$ cat src/design/dcdhd_pkg.sv
// Shared types and constants of the drift cell double-hit digitizer.
// No dependencies.
package dcdhd_pkg;

	typedef struct packed {
		logic signed [31:0] tm;
		logic [23:0]        trk;
	} hit_entry_t;

	typedef struct packed {
		logic [23:0] distance_scale;
		logic [23:0] low_edge;
		logic [23:0] high_edge;
		logic [23:0] low_curvature;
		logic [23:0] base_resolution;
		logic [23:0] high_curvature;
		logic [23:0] inverse_drift_velocity;
		logic [16:0] efficiency_threshold;
	} cfg_regs_t;

	typedef enum logic [2:0] {
		REG_DISTANCE_SCALE   = 3'd0,
		REG_LOW_EDGE         = 3'd1,
		REG_HIGH_EDGE        = 3'd2,
		REG_LOW_CURVATURE    = 3'd3,
		REG_BASE_RESOLUTION  = 3'd4,
		REG_HIGH_CURVATURE   = 3'd5,
		REG_INV_DRIFT_VEL    = 3'd6,
		REG_EFF_THRESHOLD    = 3'd7
	} reg_index_t;

	// smear divisor 10000 * 2^12 = 2^16 * 625; 625 done by reciprocal
	localparam int unsigned SMEAR_RND   = 20480000;
	localparam int unsigned SMEAR_RECIP = 27487791;
	localparam int unsigned SMEAR_SHIFT = 34;
	// separation = (idv + 100) / 200 = ((idv + 100) >> 3) / 25
	localparam int unsigned SEP_RND     = 100;
	localparam int unsigned SEP_RECIP   = 5368710;
	localparam int unsigned SEP_SHIFT   = 27;
	localparam int unsigned CALC_STAGES = 11;

endpackage

$ cat src/design/dcdhd_cell.sv
// One storage cell of the hit ring: loads a new hit or takes its neighbor.
// Depends on dcdhd_pkg.
module dcdhd_cell (
	input  logic                  clk,
	input  logic                  load_en,
	input  logic                  shift_en,
	input  dcdhd_pkg::hit_entry_t load_data,
	input  dcdhd_pkg::hit_entry_t nbr,
	output dcdhd_pkg::hit_entry_t q
);
	dcdhd_pkg::hit_entry_t ent_q;

	always_ff @(posedge clk) begin
		if (load_en)       ent_q <= load_data;
		else if (shift_en) ent_q <= nbr;
	end
	assign q = ent_q;
endmodule

$ cat config.mk
export PLATFORM = sky130hd
export DESIGN_NAME = dcdhd_cell
export DESIGN_NICKNAME = d
export VERILOG_FILES = /design/src/design/dcdhd_pkg.sv /design/src/design/dcdhd_cell.sv
export SDC_FILE = /design/constraint.sdc
export NUM_CORES = 1
export LEC_CHECK = 0
export BUFFER_PORTS_ARGS = -buffer_cell sky130_fd_sc_hd__buf_2
export CAP_MARGIN = 20
export CELL_PAD_IN_SITES_DETAIL_PLACEMENT = 0
export CELL_PAD_IN_SITES_GLOBAL_PLACEMENT = 1
export CORE_ASPECT_RATIO = 1.75
export CORE_MARGIN = 2
export CORE_UTILIZATION = 34
export DETAILED_ROUTE_END_ITERATION = 10
export GPL_ROUTABILITY_DRIVEN = 0
export PLACE_DENSITY_LB_ADDON = 0.12
export SLEW_MARGIN = 20
export SYNTH_ARGS = -nofsm -noshare
export SYNTH_HDL_FRONTEND = slang
export SYNTH_SLANG_ARGS = --single-unit
$ cat constraint.sdc
create_clock -name clk -period 6 [get_ports clk]
set_input_delay 1.2 -clock clk [delete_from_list [all_inputs] [get_ports clk]]
set_output_delay 1.2 -clock clk [all_outputs]
set_load 0.05 [all_outputs]
==> impl_results.html <==
<table>
<tr><th>Metric</th><th>Value</th></tr>
<tr><th colspan="2">Detailed routing</th></tr>
<tr><td>Antenna-violating nets left</td><td>0</td></tr>
<tr><td>Post-route DRC</td><td>0</td></tr>
<tr><td>Routed wire per std cell</td><td>14.14 µm</td></tr>
<tr><td>Detailed-route vias per instance</td><td>approximately 4.4</td></tr>
<tr><td>Routed via count</td><td>1682</td></tr>
<tr><td>Wirelength, routed</td><td>5.359 mm</td></tr>
<tr><td>First drt pass iteration count</td><td>4</td></tr>
<tr><td>DRC marker count from the first detailed-route iteration</td><td>96</td></tr>
<tr><th colspan="2">Clock network</th></tr>
<tr><td>Root buf cell</td><td>sky130_fd_sc_hd__clkbuf_16</td></tr>
<tr><td>Number of CTS-inserted buffers</td><td>5</td></tr>
<tr><td>TritonCTS sink count</td><td>56</td></tr>
<tr><td>Clock-pin slew on the worst setup and hold paths</td><td>0.07 ns</td></tr>
<tr><td>Clock Path Buffers</td><td>2</td></tr>
<tr><td>Number of H-tree levels</td><td>2</td></tr>
<tr><td>Setup fix buffers added after clock tree synthesis</td><td>0</td></tr>
<tr><td>Clock tree from TritonCTS</td><td>built</td></tr>
<tr><td>Post-cts gate resize count</td><td>0</td></tr>
<tr><td>Number of hold-repair buffers added at the cts stage</td><td>0</td></tr>
<tr><th colspan="2">Floorplan</th></tr>
<tr><td>Width of the die</td><td>between 60 and 70 µm</td></tr>
<tr><td>Initial standard-cell utilization of the core</td><td>34.81%</td></tr>
<tr><td>Die span in y</td><td>about 120 µm</td></tr>
<tr><td>Floorplan row count</td><td>41</td></tr>
<tr><td>Floorplan die area</td><td>8027 µm²</td></tr>
<tr><td>Placeable core region</td><td>7131 µm²</td></tr>
<tr><td>Count of pins on the block boundary</td><td>171</td></tr>
<tr><th colspan="2">Pwr</th></tr>
<tr><td>Highest ir drop seen on vdd</td><td>0.1958 mV</td></tr>
<tr><td>Total power per unit cell area</td><td>between 200 and 300 nW/µm²</td></tr>
<tr><td>Part of the power in registers</td><td>46.4%</td></tr>
<tr><td>Power Internal</td><td>724.1 µW</td></tr>
<tr><td>Gate power share</td><td>27.4%</td></tr>
<tr><td>Switching pwr</td><td>331.8 µW</td></tr>
<tr><td>Cell leakage power</td><td>1.661 nW</td></tr>
<tr><td>Switching portion of total power</td><td>31.42%</td></tr>
<tr><td>Final total power</td><td>1.056 mW</td></tr>
<tr><td>Portion of total power attributed to the clock network</td><td>26.2%</td></tr>
<tr><th colspan="2">Layout</th></tr>
<tr><td>Fraction of final layout cells sized beyond drive strength 1</td><td>79.86%</td></tr>
<tr><td>Antenna cells</td><td>0</td></tr>
<tr><td>Most common library cell in the layout ignoring fill and taps</td><td>sky130_fd_sc_hd__buf_2</td></tr>
<tr><td>Layout-stage area growth over the synthesis result</td><td>42.49%</td></tr>
<tr><td>Most frequent cells in the layout</td><td>sky130_fd_sc_hd__buf_2 (170), sky130_fd_sc_hd__edfxtp_1 (56), sky130_fd_sc_hd__mux2_4 (29), sky130_fd_sc_hd__mux2_2 (27), sky130_fd_sc_hd__clkbuf_16 (5)</td></tr>
<tr><td>Number of flip-flops under the largest register name</td><td>56</td></tr>
<tr><td>Area taken by flip-flops and latches</td><td>1682 µm²</td></tr>
<tr><td>Layout fillers</td><td>658</td></tr>
<tr><td>Number of nets in the final layout</td><td>407</td></tr>
<tr><td>Area used by multi-input combinational logic</td><td>around 750 µm²</td></tr>
<tr><th colspan="2">Worst setup path</th></tr>
<tr><td>Crit path largest cell delay</td><td>0.62 ns</td></tr>
<tr><td>Stages on the worst setup path</td><td>4</td></tr>
<tr><td>Critical path data arrival time</td><td>just under 3 ns</td></tr>
<tr><td>Slowest cell on crit path</td><td>sky130_fd_sc_hd__buf_4</td></tr>
<tr><td>CP delay by family, top</td><td>buffers and inverters</td></tr>
<tr><td>Data required time at the worst endpoint</td><td>5.92 ns</td></tr>
<tr><td>Critical path start-end classification</td><td>primary input to flop</td></tr>
<tr><td>Buf/Inv on CP</td><td>3</td></tr>
<tr><td>CP Cell Sequence</td><td>buf_2 &gt; buf_4 &gt; or2_2 &gt; buf_4</td></tr>
<tr><td>Crit start category</td><td>primary input</td></tr>
<tr><td>Worst path most repeated cell</td><td>sky130_fd_sc_hd__buf_4</td></tr>
<tr><td>Highest fanout seen on the critical path</td><td>56</td></tr>
<tr><td>Setup crit end kind</td><td>flop</td></tr>
<tr><td>Worst Setup SP</td><td>load_en</td></tr>
<tr><th colspan="2">STA</th></tr>
<tr><td>Unrepaired setup endpoints after global routing</td><td>no</td></tr>
<tr><td>Sum of negative setup slack</td><td>0 ns</td></tr>
<tr><td>Pins over their slew limit</td><td>0</td></tr>
<tr><td>Final clock period utilization by the worst path</td><td>50.96%</td></tr>
<tr><td>Worst slew slack as a fraction of its limit</td><td>between 50 and 60%</td></tr>
<tr><td>Final setup violation count</td><td>0</td></tr>
<tr><td>Min Tclk post-route</td><td>3.058 ns</td></tr>
<tr><td>Worst-Margin Slew</td><td>0.7013 ns</td></tr>
<tr><td>Fmax</td><td>327.0 MHz</td></tr>
<tr><td>WHS</td><td>about 1.2 ns</td></tr>
<tr><td>Number of hold violations in the final report</td><td>0</td></tr>
<tr><th colspan="2">Yosys</th></tr>
<tr><td>Mean instance size in the synthesized netlist</td><td>20.86 µm²</td></tr>
<tr><td>Portion of the post-synthesis area used by sequential elements</td><td>67.74%</td></tr>
<tr><td>Nets in the synthesized netlist</td><td>234</td></tr>
<tr><td>Synth Instances</td><td>119</td></tr>
<tr><td>Flip-flop and latch count after synthesis</td><td>56</td></tr>
<tr><td>Synth warn</td><td>0</td></tr>
<tr><td>Netlist cell types</td><td>6</td></tr>
<tr><td>Cell Area, Synth</td><td>approximately 2500 µm²</td></tr>
<tr><th colspan="2">Job</th></tr>
<tr><td>Reported max-cap violation count</td><td>0</td></tr>
<tr><th colspan="2">Placed design</th></tr>
<tr><td>Count of buffers from port buffering</td><td>170</td></tr>
<tr><th colspan="2">Global route</th></tr>
<tr><td>Antenna violations before repair</td><td>0</td></tr>
<tr><td>Global-route wire length before repair</td><td>approximately 7.7 mm</td></tr>
<tr><td>Vias in the first global route</td><td>1668</td></tr>
<tr><td>GRT overflow</td><td>0</td></tr>
<tr><td>Pin count of the biggest net entering global routing</td><td>57</td></tr>
<tr><td>Total track usage</td><td>between 10% and 20%</td></tr>
<tr><th colspan="2">Worst hold path</th></tr>
<tr><td>Worst Hold Depth</td><td>2</td></tr>
<tr><td>Hold wc startpoint</td><td>load_data[43]</td></tr>
<tr><td>Hold/Removal Path Class</td><td>primary input to flop</td></tr>
<tr><th colspan="2">Status</th></tr>
<tr><td>Result of the run</td><td>completed</td></tr>
</table>
==> path summary, 6_finish.rpt <==
path                               to  slack (ns)
worst max-delay path  q[42]$_DFFE_PP_        2.94
worst min-delay path  q[43]$_DFFE_PP_        1.21
==> stage by stage <==
step	setup slack, ns	utilization (%)	std cells	area (µm²)
finish	2.942	49.61	379	3537
floorplan	2.812	-	119	2482
global route	2.794	49.61	379	3537
global placement	2.595	47.69	371	3401
detailed placement	2.586	47.69	371	3401
CTS	2.901	49.61	379	3537
==> logic make-up (layout without fill, tap and decap cells) <==
logic type | Yosys count | in the layout | synth area share (%)
buffers and inverters | 6 | 180 | 2.218
and+or+nand+nor | 1 | 1 | 0.2522
muxes | 56 | 56 | 29.79
DFF | 56 | 56 | 67.74
==> synth_stat cells <==
cell type / n / share of area, %
sky130_fd_sc_hd__or2_1: 1 / 0.25
sky130_fd_sc_hd__buf_6: 4 / 1.8
sky130_fd_sc_hd__edfxtp_1: 56 / 68
sky130_fd_sc_hd__mux2_4: 29 / 18
sky130_fd_sc_hd__mux2_2: 27 / 12
sky130_fd_sc_hd__buf_2: 2 / 0.40
==> power by group through the flow <==
stage               registers (mW)  clock network, mW  logic, mW
detailed placement           0.498                  0      0.293
global placement             0.498                  0      0.292
CTS                          0.490              0.288      0.293
finish                       0.489              0.277      0.289
global route                 0.494              0.305      0.304
floorplan                    0.655                  0     0.0552
==> layout make-up <==
type	count	share of cell area [%]
tap	86	3.042
sequential	56	47.54
clock inverter	1	0.1061
multi-input combinational	57	21.08
clock buffer	7	3.750
timing repair buffer	172	24.48
==> layer usage <==
metal	wire length (µm)	track usage, %	share of wire, %	vias to the layer above
li1	-	-	-	809
met1	1673	13.06	31	764
met2	2913	23.40	54	99
met3	637	5.736	12	10
met4	136	6.533	2.5	0
met5	0	0	0	-
No activity file was read; power rests on OpenSTA's default activity.
